$ cat src/hdl/rac_pkg.sv
// Package for the real-time admission control block: types and constants.
package rac_pkg;
  localparam int SLOTS_DEF = 8;
  localparam int TIME_BITS_DEF = 48;

  localparam logic [1:0] MODE_SUBMIT = 2'd0;
  localparam logic [1:0] MODE_SET = 2'd1;
  localparam logic [1:0] MODE_REMOVE = 2'd2;
  localparam logic [1:0] MODE_QUERY = 2'd3;

  localparam logic [1:0] ST_OK = 2'd0;
  localparam logic [1:0] ST_INVAL = 2'd1;
  localparam logic [1:0] ST_DEADLINE = 2'd2;
  localparam logic [1:0] ST_NOTFOUND = 2'd3;

  localparam logic [9:0] VAL_MAX = 10'd1000;

  // Commands from the controller to the datapath.
  typedef struct packed {
    logic load;      // capture the input transaction
    logic prep;      // decode and check the addressed entry
    logic div_start; // start the frame-time divider
    logic scan;      // examine one slot; the addressed slot is skipped
    logic finish;    // compute the result and update state
    logic out_take;  // result consumed
  } rac_cmd_t;

  // Status from the datapath to the controller.
  typedef struct packed {
    logic need_scan;
    logic need_div;
    logic div_done;
    logic scan_last;
  } rac_sts_t;
endpackage

$ cat src/hdl/rac_ctrl.sv
// Controller state machine for the admission control block.
module rac_ctrl (
  input  logic              clk,
  input  logic              rst,
  input  logic              in_valid,
  output logic              in_ready,
  output logic              out_valid,
  input  logic              out_ready,
  input  rac_pkg::rac_sts_t sts,
  output rac_pkg::rac_cmd_t cmd
);
  localparam logic [2:0] S_IDLE = 3'd0;
  localparam logic [2:0] S_PREP = 3'd1;
  localparam logic [2:0] S_DIV = 3'd2;
  localparam logic [2:0] S_SCAN = 3'd3;
  localparam logic [2:0] S_FIN = 3'd4;
  localparam logic [2:0] S_OUT = 3'd5;

  logic [2:0] state, state_next;

  always_ff @(posedge clk) begin
    if (rst) state <= S_IDLE;
    else state <= state_next;
  end

  assign in_ready = (state == S_IDLE);
  assign out_valid = (state == S_OUT);

  always_comb begin
    state_next = state;
    cmd = '0;
    unique case (state)
      S_IDLE: begin
        if (in_valid) begin
          cmd.load = 1'b1;
          state_next = S_PREP;
        end
      end
      S_PREP: begin
        cmd.prep = 1'b1;
        if (sts.need_div) begin
          cmd.div_start = 1'b1;
          state_next = S_DIV;
        end else if (sts.need_scan) state_next = S_SCAN;
        else state_next = S_FIN;
      end
      S_DIV: if (sts.div_done) state_next = S_FIN;
      S_SCAN: begin
        cmd.scan = 1'b1;
        if (sts.scan_last) state_next = S_FIN;
      end
      S_FIN: begin
        cmd.finish = 1'b1;
        state_next = S_OUT;
      end
      S_OUT: begin
        if (out_ready) begin
          cmd.out_take = 1'b1;
          state_next = S_IDLE;
        end
      end
      default: state_next = S_IDLE;
    endcase
  end
endmodule

$ cat src/hdl/rac_dp.sv
// Datapath for the admission control block: slot table, scan and frame divider.
module rac_dp #(
  parameter int SLOTS = rac_pkg::SLOTS_DEF,
  parameter int TIME_BITS = rac_pkg::TIME_BITS_DEF
) (
  input  logic                 clk,
  input  logic                 rst,
  input  rac_pkg::rac_cmd_t    cmd,
  output rac_pkg::rac_sts_t    sts,
  input  logic                 realtime_enable,
  input  logic [1:0]           mode,
  input  logic [2:0]           slot,
  input  logic [47:0]          now_us,
  input  logic signed [10:0]   fps_in,
  input  logic signed [10:0]   met_ms_in,
  input  logic signed [10:0]   tolerance_ms_in,
  output logic [1:0]           status,
  output logic                 forwarded,
  output logic [47:0]          booked_time_us,
  output logic [47:0]          last_arrival_us,
  output logic [9:0]           fps_out,
  output logic [9:0]           met_ms_out,
  output logic [9:0]           tolerance_ms_out
);
  localparam int IW = (SLOTS > 1) ? $clog2(SLOTS) : 1;
  localparam int CW = $clog2(SLOTS + 1);
  localparam int TB = TIME_BITS;
  localparam logic [TB-1:0] TMAX = '1;

  // Slot table.
  logic [SLOTS-1:0] s_valid;
  logic [9:0]       s_fps [SLOTS];
  logic [9:0]       s_met [SLOTS];
  logic [9:0]       s_tol [SLOTS];
  logic [19:0]      s_frame [SLOTS];
  logic [TB-1:0]    s_last [SLOTS];
  logic [TB-1:0]    booked;

  // Captured transaction.
  logic [1:0]         r_mode;
  logic [2:0]         r_slot;
  logic [TB-1:0]      r_now;
  logic signed [10:0] r_f, r_m, r_t;
  logic               r_rt;

  // Prepared values.
  logic          p_inrange;
  logic [IW-1:0] p_idx;
  logic [9:0]    p_f, p_m, p_t;
  logic          p_bad;
  logic          p_was_valid;

  // Scan state.
  logic [CW-1:0] scan_i;
  logic          has_dl;
  logic [TB-1:0] deadline;

  // Divider for 1000000 / fps.
  logic [19:0] dv_q;
  logic [19:0] dv_r;
  logic [4:0]  dv_cnt;
  logic        dv_busy;

  function automatic logic [TB-1:0] tadd(input logic [TB-1:0] a, input logic [TB-1:0] b);
    logic [TB:0] s;
    s = {1'b0, a} + {1'b0, b};
    return s[TB] ? TMAX : s[TB-1:0];
  endfunction

  // Prepare decode (combinational on captured transaction).
  logic          c_inrange;
  logic [IW-1:0] c_idx;
  logic          c_valid;
  logic signed [11:0] c_f, c_m, c_t;
  logic          c_bad;
  always_comb begin
    c_inrange = ({29'd0, r_slot} < SLOTS);
    c_idx = IW'(r_slot);
    c_valid = c_inrange && s_valid[c_idx];
    c_f = {r_f[10], r_f};
    c_m = {r_m[10], r_m};
    c_t = {r_t[10], r_t};
    c_bad = 1'b0;
    if (c_valid) begin
      if (r_f < 0) c_f = {2'b00, s_fps[c_idx]};
      if (r_m < 0) c_m = {2'b00, s_met[c_idx]};
      if (r_t < 0) c_t = {2'b00, s_tol[c_idx]};
    end else if (r_f < 0 || r_m < 0 || r_t < 0) begin
      c_bad = 1'b1;
    end
    if (c_f > 12'sd1000 || c_m > 12'sd1000 || c_t > 12'sd1000) c_bad = 1'b1;
    if (!c_inrange) c_bad = 1'b1;
  end

  // Submit that reaches the scan: met of the entry (zeroed if absent) nonzero.
  logic c_sub_met_nz;
  assign c_sub_met_nz = c_valid && (s_met[c_idx] != 10'd0);

  assign sts.need_div = (r_mode == rac_pkg::MODE_SET) && !c_bad && (c_f != 12'sd0);
  assign sts.need_scan = (r_mode == rac_pkg::MODE_SUBMIT) && r_rt && c_inrange
                         && c_sub_met_nz;
  assign sts.div_done = dv_busy && (dv_cnt == 5'd0);
  assign sts.scan_last = (scan_i == CW'(SLOTS - 1));

  // Per-slot deadline term for the slot under scan.
  logic [IW-1:0] sc_idx;
  logic          sc_use;
  logic [19:0]   sc_frame;
  logic [19:0]   sc_mus, sc_tus, sc_margin;
  logic [TB-1:0] sc_next, sc_late;
  always_comb begin
    sc_idx = scan_i[IW-1:0];
    sc_frame = s_frame[sc_idx];
    sc_mus = 20'(s_met[sc_idx] * 20'd1000);
    sc_tus = 20'(s_tol[sc_idx] * 20'd1000);
    sc_margin = (sc_frame >= sc_mus) ? sc_frame - sc_mus : 20'd0;
    if (sc_tus < sc_margin) sc_margin = sc_tus;
    sc_next = tadd(s_last[sc_idx], TB'({1'b0, sc_frame} + {1'b0, sc_margin}));
    sc_late = tadd(sc_next, TB'({sc_frame, 1'b0}));
    sc_use = (sc_idx != p_idx) && s_valid[sc_idx] && (s_fps[sc_idx] != 10'd0)
             && (s_last[sc_idx] != '0) && !(sc_late < r_now);
  end

  // Frame-time check for set.
  logic [19:0] f_mus, f_tus;
  logic        f_bad;
  always_comb begin
    f_mus = 20'(p_m * 20'd1000);
    f_tus = 20'(p_t * 20'd1000);
    f_bad = (p_m == 10'd0) || (dv_q < f_mus) || (f_tus > dv_q - f_mus);
  end

  logic [TB-1:0] bk_max, need;
  always_comb begin
    bk_max = (r_now > booked) ? r_now : booked;
    need = tadd(bk_max, TB'(p_m * 20'd1000));
  end

  // Result of the transaction, taken at the finish step.
  logic [1:0]    fin_status;
  logic          fin_fwd;
  logic [TB-1:0] fin_booked;
  logic          fin_set_ok;
  always_comb begin
    fin_status = rac_pkg::ST_OK;
    fin_fwd = 1'b0;
    fin_booked = booked;
    fin_set_ok = !p_bad && !(p_f != 10'd0 && f_bad);
    unique case (r_mode)
      rac_pkg::MODE_SUBMIT: begin
        if (!r_rt) fin_fwd = 1'b1;
        else if (!p_inrange) fin_status = rac_pkg::ST_INVAL;
        else if (p_m == 10'd0) begin
          fin_status = (p_was_valid && s_fps[p_idx] != 10'd0) ? rac_pkg::ST_INVAL
                                                               : rac_pkg::ST_DEADLINE;
        end else if (!has_dl || deadline > need) begin
          fin_booked = need;
          fin_fwd = 1'b1;
        end else begin
          fin_booked = bk_max;
          fin_status = rac_pkg::ST_DEADLINE;
        end
      end
      rac_pkg::MODE_SET: begin
        if (!fin_set_ok) fin_status = rac_pkg::ST_INVAL;
      end
      rac_pkg::MODE_REMOVE: ;
      rac_pkg::MODE_QUERY: begin
        if (!p_was_valid) fin_status = rac_pkg::ST_NOTFOUND;
      end
      default: ;
    endcase
  end

  always_ff @(posedge clk) begin
    if (rst) begin
      s_valid <= '0;
      booked <= '0;
      dv_busy <= 1'b0;
      for (int k = 0; k < SLOTS; k++) begin
        s_fps[k] <= '0;
        s_met[k] <= '0;
        s_tol[k] <= '0;
        s_frame[k] <= '0;
        s_last[k] <= '0;
      end
    end else begin
      if (cmd.load) begin
        r_mode <= mode;
        r_slot <= slot;
        r_now <= TB'(now_us);
        r_f <= fps_in;
        r_m <= met_ms_in;
        r_t <= tolerance_ms_in;
        r_rt <= realtime_enable;
      end
      if (cmd.prep) begin
        p_inrange <= c_inrange;
        p_idx <= c_idx;
        p_was_valid <= c_valid;
        p_bad <= c_bad;
        p_f <= c_f[9:0];
        p_m <= (r_mode == rac_pkg::MODE_SUBMIT) ? (c_valid ? s_met[c_idx] : 10'd0)
                                                : c_m[9:0];
        p_t <= c_t[9:0];
        if (r_mode == rac_pkg::MODE_SUBMIT) begin
          // Stamp the arrival so the scan reads the updated table.
          if (r_rt && c_inrange) begin
            if (!c_valid) begin
              s_fps[c_idx] <= '0;
              s_met[c_idx] <= '0;
              s_tol[c_idx] <= '0;
              s_frame[c_idx] <= '0;
            end
            s_last[c_idx] <= r_now;
            s_valid[c_idx] <= 1'b1;
          end
        end
        scan_i <= '0;
        has_dl <= 1'b0;
        deadline <= '0;
        dv_q <= '0;
      end
      if (cmd.div_start) begin
        dv_r <= '0;
        dv_cnt <= 5'd20;
        dv_busy <= 1'b1;
      end else if (dv_busy && dv_cnt != 5'd0) begin
        // Restoring division, one quotient bit a cycle.
        logic [20:0] tr;
        logic [19:0] dd;
        dd = 20'd1000000;
        tr = {dv_r, dd[dv_cnt - 5'd1]};
        if (tr >= {11'd0, p_f}) begin
          dv_r <= 20'(tr - {11'd0, p_f});
          dv_q <= {dv_q[18:0], 1'b1};
        end else begin
          dv_r <= tr[19:0];
          dv_q <= {dv_q[18:0], 1'b0};
        end
        dv_cnt <= dv_cnt - 5'd1;
      end else begin
        dv_busy <= 1'b0;
      end
      if (cmd.scan) begin
        if (sc_use && (!has_dl || sc_next < deadline)) begin
          deadline <= sc_next;
          has_dl <= 1'b1;
        end
        scan_i <= scan_i + CW'(1);
      end
      if (cmd.finish) begin
        status <= fin_status;
        forwarded <= fin_fwd;
        booked <= fin_booked;
        if (r_mode == rac_pkg::MODE_QUERY && p_was_valid) begin
          last_arrival_us <= 48'(s_last[p_idx]);
          fps_out <= s_fps[p_idx];
          met_ms_out <= s_met[p_idx];
          tolerance_ms_out <= s_tol[p_idx];
        end else begin
          last_arrival_us <= '0;
          fps_out <= '0;
          met_ms_out <= '0;
          tolerance_ms_out <= '0;
        end
        if (r_mode == rac_pkg::MODE_SET && fin_set_ok) begin
          s_fps[p_idx] <= p_f;
          s_met[p_idx] <= p_m;
          s_tol[p_idx] <= p_t;
          s_frame[p_idx] <= dv_q;
          s_last[p_idx] <= '0;
          s_valid[p_idx] <= 1'b1;
        end
        if (r_mode == rac_pkg::MODE_REMOVE && p_inrange) begin
          s_fps[p_idx] <= '0;
          s_met[p_idx] <= '0;
          s_tol[p_idx] <= '0;
          s_frame[p_idx] <= '0;
          s_last[p_idx] <= '0;
          s_valid[p_idx] <= 1'b0;
        end
      end
    end
  end

  assign booked_time_us = 48'(booked);
endmodule

$ cat src/hdl/realtime_admission_control.sv
// Top level of the real-time admission control block.
//   channel  | handshake           | payload
//   in       | in_valid/in_ready   | mode, slot, now_us, fps_in, met_ms_in, tolerance_ms_in
//   out      | out_valid/out_ready | status, forwarded, booked_time_us, last_arrival_us, *_out
//   config   | cfg_we              | cfg_wdata (realtime_enable)
// One transaction at a time. Remove and query go through the prepare and finish
// states to a result; a valid set with nonzero fps also runs the 20-step frame-time
// divider, and a real-time submit whose slot holds a nonzero met also scans all SLOTS slots.
// Reset clears the table, booked time and realtime_enable.
// A stalled result holds in the output registers; no new input is taken meanwhile.
module realtime_admission_control #(
  parameter int SLOTS = rac_pkg::SLOTS_DEF,
  parameter int TIME_BITS = rac_pkg::TIME_BITS_DEF
) (
  input  logic               clk,
  input  logic               rst,
  input  logic               cfg_we,
  input  logic               cfg_wdata,
  input  logic               in_valid,
  output logic               in_ready,
  input  logic [1:0]         mode,
  input  logic [2:0]         slot,
  input  logic [47:0]        now_us,
  input  logic signed [10:0] fps_in,
  input  logic signed [10:0] met_ms_in,
  input  logic signed [10:0] tolerance_ms_in,
  output logic               out_valid,
  input  logic               out_ready,
  output logic [1:0]         status,
  output logic               forwarded,
  output logic [47:0]        booked_time_us,
  output logic [47:0]        last_arrival_us,
  output logic [9:0]         fps_out,
  output logic [9:0]         met_ms_out,
  output logic [9:0]         tolerance_ms_out
);
  rac_pkg::rac_cmd_t cmd;
  rac_pkg::rac_sts_t sts;
  logic realtime_enable;

  always_ff @(posedge clk) begin
    if (rst) realtime_enable <= 1'b0;
    else if (cfg_we) realtime_enable <= cfg_wdata;
  end

  rac_ctrl u_ctrl (
    .clk(clk), .rst(rst), .in_valid(in_valid), .in_ready(in_ready),
    .out_valid(out_valid), .out_ready(out_ready), .sts(sts), .cmd(cmd)
  );

  rac_dp #(.SLOTS(SLOTS), .TIME_BITS(TIME_BITS)) u_dp (
    .clk(clk), .rst(rst), .cmd(cmd), .sts(sts), .realtime_enable(realtime_enable),
    .mode(mode), .slot(slot), .now_us(now_us), .fps_in(fps_in),
    .met_ms_in(met_ms_in), .tolerance_ms_in(tolerance_ms_in), .status(status),
    .forwarded(forwarded), .booked_time_us(booked_time_us),
    .last_arrival_us(last_arrival_us), .fps_out(fps_out), .met_ms_out(met_ms_out),
    .tolerance_ms_out(tolerance_ms_out)
  );
endmodule

$ cat config.mk
export PLATFORM = sky130hd
export DESIGN_NAME = realtime_admission_control
export DESIGN_NICKNAME = d
export VERILOG_FILES = /design/src/hdl/rac_pkg.sv /design/src/hdl/rac_ctrl.sv /design/src/hdl/rac_dp.sv /design/src/hdl/realtime_admission_control.sv
export SDC_FILE = /design/constraint.sdc
export NUM_CORES = 2
export LEC_CHECK = 0
export BUFFER_PORTS_ARGS = -buffer_cell sky130_fd_sc_hd__buf_2
export CAP_MARGIN = 15
export CORE_UTILIZATION = 55
export DETAILED_ROUTE_END_ITERATION = 7
export PLACE_DENSITY = 0.72
export SETUP_SLACK_MARGIN = 0.15
export SYNTH_ARGS = -nofsm -noshare
export SYNTH_HDL_FRONTEND = slang
export SYNTH_SLANG_ARGS = --single-unit
$ cat constraint.sdc
create_clock -name clk -period 26.9 [get_ports clk]
set_input_delay 2.69 -clock clk [delete_from_list [all_inputs] [get_ports clk]]
set_output_delay 2.69 -clock clk [all_outputs]
set_load 0.02 [all_outputs]
Word level (Yosys, flattened, before mapping)

Memory sizes are Yosys's and may differ from the RTL's. A register that Yosys moved wholly into a read port is not among the register bits.
Index checks and enable logic that the tools add are counted.

Bits in registers: 294
Bits in writable memories: 784
Memory bits (read-only): 32
Input bits: 92
Output and inout port bits: 131
Word-level logic and storage cells: 300
Memories kept: 6

Memories:

| name            | depth | bits a word | rd ports | clocked after Yosys merged registers in | wr ports | line          | RTL |
|---|---|---|---|---|---|---|---|
| u_dp.s_last     | 8     | 48          | 2        | 2                                       | 8        | rac_dp.sv:36  | `logic [TB-1:0] s_last [SLOTS];` |
| u_dp.s_frame    | 8     | 20          | 1        | 1                                       | 8        | rac_dp.sv:35  | `logic [19:0] s_frame [SLOTS];` |
| u_dp.s_fps      | 8     | 10          | 3        | 3                                       | 8        | rac_dp.sv:32  | `logic [9:0] s_fps [SLOTS];` |
| u_dp.s_met      | 8     | 10          | 3        | 3                                       | 8        | rac_dp.sv:33  | `logic [9:0] s_met [SLOTS];` |
| u_dp.s_tol      | 8     | 10          | 3        | 3                                       | 8        | rac_dp.sv:34  | `logic [9:0] s_tol [SLOTS];` |
| (no name shown) | 32    | 1           | 1        | 0                                       | 0        | rac_dp.sv:233 | `tr = {dv_r, dd[dv_cnt - 5'd1]};` |

$add $sub $neg: 9
$mul: 5
$lt $le $gt $ge: 21
Equality and inequality tests: 15
Multiplexer cells: 141
Bitwise gates (word level): 11
Reductions and logical operators: 65

Operator list:

| cell                                                  | count |
|---|---|
| 2-to-1 mux 48 bit                                     | 11 |
| 2-to-1 mux 20 bit                                     | 10 |
| 2-to-1 mux 10 bit                                     | 11 |
| > comparator 48 bit                                   | 2 |
| < comparator 48 bit                                   | 2 |
| OR reduction 48 bit                                   | 2 |
| multiplier 10 x 7 -> 17 bit (second input constant)   | 5 |
| 2-to-1 mux 3 bit                                      | 25 |
| 2-to-1 mux 12 bit                                     | 6 |
| 2-to-1 mux 8 bit                                      | 9 |
| OR reduction 10 bit                                   | 6 |
| 2-to-1 mux 1 bit                                      | 54 |
| adder 48 x 20 -> 49 bit                               | 1 |
| adder 48 x 21 -> 49 bit                               | 1 |
| adder 48 x 48 -> 49 bit                               | 1 |
| nonzero test 48 bit                                   | 1 |
| < comparator 20 bit                                   | 2 |
| nonzero test 10 bit                                   | 4 |
| OR reduction 20 bit                                   | 2 |
| subtractor 20 bit                                     | 2 |
| > comparator 12 x 11 -> 1 bit (second input constant) | 3 |
| < comparator 11 x 1 -> 1 bit (second input constant)  | 3 |
| adder 20 x 20 -> 21 bit                               | 1 |
| greater-or-equal comparator 21 x 10 -> 1 bit          | 1 |
| 41 further kinds                                      | 102 |

Depth between registers and ports, before layout

Depth after elaboration: 21
Mapped depth: 111

Cells and area by module

From an unflattened synthesis, not the netlist that was laid out.

Cell total of the unflattened synthesis: 6,749
Area, all modules: 74,639.1 µm²

Modules (own cells, without submodules):

| module                     | instances | cells an instance | area each (µm²) | seq. area each (µm²) |
|---|---|---|---|---|
| rac_dp                     | 1         | 6,714             | 74,340.0        | 33,902.5 |
| rac_ctrl                   | 1         | 32                | 265.3           | 60.1 |
| realtime_admission_control | 1         | 3                 | 33.8            | 20.0 |

Worst setup path before layout

No wires, ideal clock.

Path type: register -> register
Start: reg with a tool-made name
End: reg u_dp.deadline[11] (data pin)
Library setup time: 0.262 ns
Arrival time: 21.793 ns
Data required time: 26.638 ns
Path slack: 4.845 ns
Cell stages (with the launch flop): 105
Buffers on the path: 12
Clock period less this slack: 22.055 ns
Cell sequence: dfxtp_1 -> buf_2 -> buf_2 -> buf_1 -> clkbuf_1 -> clkbuf_1 -> buf_1 -> buf_2 -> buf_1 -> mux4_2 -> mux2i_1 -> inv_1 -> fa_1 -> fa_1 -> inv_1 -> fa_1 -> fa_1 -> inv_1 -> (+69 left out) -> nor2_1 -> nand3_1 -> xnor2_1 -> nand2_1 -> ha_1 -> a21o_1 -> a21oi_1 -> nor2b_1 -> o21ai_0 -> nand2b_1 -> a21oi_1 -> o21ai_0 -> nor3_1 -> o2111a_1 -> nor2_1 -> o31ai_2 -> buf_4 -> mux2_1

RTL lines:

| item                 | line          | RTL |
|---|---|---|
| to (signal assigned) | rac_dp.sv:247 | `deadline <= sc_next;` |
| to (decl)            | rac_dp.sv:56  | `logic [TB-1:0] deadline;` |

==> reports/results.ini <==
[setup_path]
crit_path_end_kind=register
rrSetupSlack_ps=3570
cp.depth=91
critPathMaxStageDelay_ps=760
cp-start-kind=register
cp.required_ps=27400
crit_arrival_ps=23840
path_buf_inv=8
worstPathMaxFanout=49
crit_top_cell=o21ai_0
r2r_cells=91
rr_endpoint=u_dp.deadline[9]
cpMaxStageDelayCell=a21o_1
cpLargestDelayFamily=compound AO/OA/AOI/OAI gates
critPathKind=register to register

[logic_synthesis]
syn_nets=7461
synth.area.top_cells=edfxtp_1 43%, ha_1 8.6%, mux4_2 7.9%
ys_warn_count=0
ys_seq_elements=1155
synth.top_cells.by_count=1,085 x edfxtp_1, 763 x nor2_1, 516 x ha_1
avgSynthCellArea_um2=11.2
yosysUniqueCellTypes=94
synthCells=6726
ys.flop_type=edfxtp_1
synthMostInstantiatedCell=edfxtp_1
mappedNetlistArea_um2=75200
synth-edff-count=1085
synth_top_area_share=0.434
synth-async-reset-ratio=0
yosysSeqAreaShare=0.452
yosys.area.top_type=edfxtp_1

[timing]
rsz0062_at_grt=false
hold_viol_final=0
slew_viol_final=0
worst_clock_skew_ps=42.8
setup_violations=0
tightest_slew_ps=1210
slew_headroom=0.192
fmax_ghz=0.0429
finalCriticalPeriod_ps=23330
tns_ps=0
period_share=0.867

[final_layout]
stdcell_count=8672
syn_to_final_growth_pct=9.12
fin_nets=7519
final_area_um2=82000
layout-drive-gt1-share=0.141

[routing]
drc=0
dr.pass1.iters=8
vias_per_cell=6.98
routed_wl_um=266000
drtIter0Drc=9828
wl_per_cell_um=30.6
vias=60500
ant_nets=0

[clock_tree]
cts_tree=done
clock_path_buffers=3
post_cts_buffers=0
htreeDepth=3
clkLatencyLatePin_ps=780
cts_resized=0
cts_sinks=1155
cts_hold_buf=0
clk_pin_slew_ps=60
cts_inserted_buffers=121
clk_root_buffer_cell=clkbuf_16

[die]
coreArea_um2=135000
design.die.area_um2=138000
placementRows=135
start_util=0.555
die_x_um=372
die_height_um=372
ioPinCount=223

[grt]
grt_max_degree=103
gr-max-usage-layer=met2
use_met2=0.548
grt_overflow_total=0
grt.total_usage=0.381
grt_pass1_wl_um=385000
use_met3=0.135
antenna_found_initial=21
use_met1=0.527
grt_pass1_vias=58200

[status]
status=complete, no violations

[worst_hold_path]
min_path_type=register to register
worstHoldPathCells=0
holdCritStartpoint=realtime_enable
hold_end=u_dp.r_rt

[place]
hpwl_um=179000
place_inst=8441
portBuffers=222
place_area_um2=78000
place_congestion=1.01

[flow_run]
maxCapViolCount=0

[cell usage in the layout, fill, tap and decap left out, types with 28 or more instances in the layout]
master / synthesis / routed
buf_4: 7 / 106
and2_1: 74 / 72
nand3_1: 90 / 88
mux4_2: 262 / 262
nand2b_1: 40 / 39
a41oi_1: 48 / 48
nor4_1: 168 / 167
clkbuf_16: 0 / 124
and3_1: 123 / 122
nand2_1: 421 / 413
fa_1: 127 / 127
xnor2_1: 146 / 146
mux2_2: 89 / 89
mux2i_1: 146 / 146
a221oi_1: 33 / 33
a22oi_1: 219 / 217
nand4_1: 77 / 77
a21o_1: 128 / 128
a31oi_1: 35 / 34
o21a_1: 38 / 38
o21ai_0: 221 / 216
nor2b_1: 51 / 49
xor2_1: 66 / 66
a21oi_1: 252 / 249
clkbuf_1: 313 / 28
ha_1: 516 / 516
inv_1: 384 / 380
nor3_1: 254 / 250
edfxtp_1: 1085 / 1085
clkinv_1: 23 / 36
dfxtp_1: 70 / 64
nor2_1: 763 / 752
buf_2: 14 / 222
[flip-flops by register name, summed over array words and instances, names as in the netlist, 80 cells and up, named ones only]
| name | flops |
|---|---|
| u_dp.s_last | 384 |
| u_dp.s_frame | 160 |
| u_dp.s_fps | 80 |
| u_dp.s_met | 80 |
| u_dp.s_tol | 80 |
[worst max path at each step]
stage | from | to
final | register | u_dp.deadline[9]
after detailed placement | register | u_dp.deadline[4]
after global placement | register | u_dp.deadline[10]
after floorplan | register | u_dp.deadline[11]
after global routing | register | u_dp.deadline[8]
after CTS | register | u_dp.deadline[8]
[cell families after synthesis]
logic type | after synthesis | synth area share
AOI/OAI and AO/OA | 1223 | 0.110
adders and majority gates | 643 | 0.120
buffers and inverters | 808 | 0.0419
and+or+nand+nor | 2168 | 0.138
muxes | 517 | 0.114
xor gates and xnor gates | 212 | 0.0247
DFF | 1155 | 0.452
[metal layers]
metal	wire [µm]	up-vias	part of all wire
li1	-	25400	-
met1	98900	29500	0.37
met2	111000	4833	0.42
met3	44100	743	0.17
met4	10700	28	0.040
met5	478	-	0.0018
[worst reg2reg max path: cells and delay by family, from the launching register on]
family                   cells  cell delay, ps
multiplexers                 3            1450
XOR/XNOR                     3             450
AND/OR/NAND/NOR             21            3960
buffers and inverters        8            2100
flip-flops                   1             650
AO/OA/AOI/OAI               44           10060
adder cells (fa/ha/maj)     12            4390
[per-stage QoR]
step / setup slack [ps] / util / hold slack, ps
after global placement: 4370 / 0.576 / 425
after floorplan: 4840 / - / 408
after global routing: 1520 / 0.605 / 451
after CTS: 3810 / 0.605 / 446
final: 3570 / 0.605 / 444
after detailed placement: 3930 / 0.576 / 427
[final cells by class]
cell class	instances	area [µm²]
clock buffers	161	3330
clock inverters	64	611
multi-input cells	4763	38300
fillers	10900	53500
inverters	413	1560
well taps	1781	2230
flip-flops and latches	1155	34000
repair buffers	330	1950
diodes	5	12.5
Power is left out: the tool's default activity adds up to more than one toggle a clock period on the data nets, which glitch-free logic cannot reach.
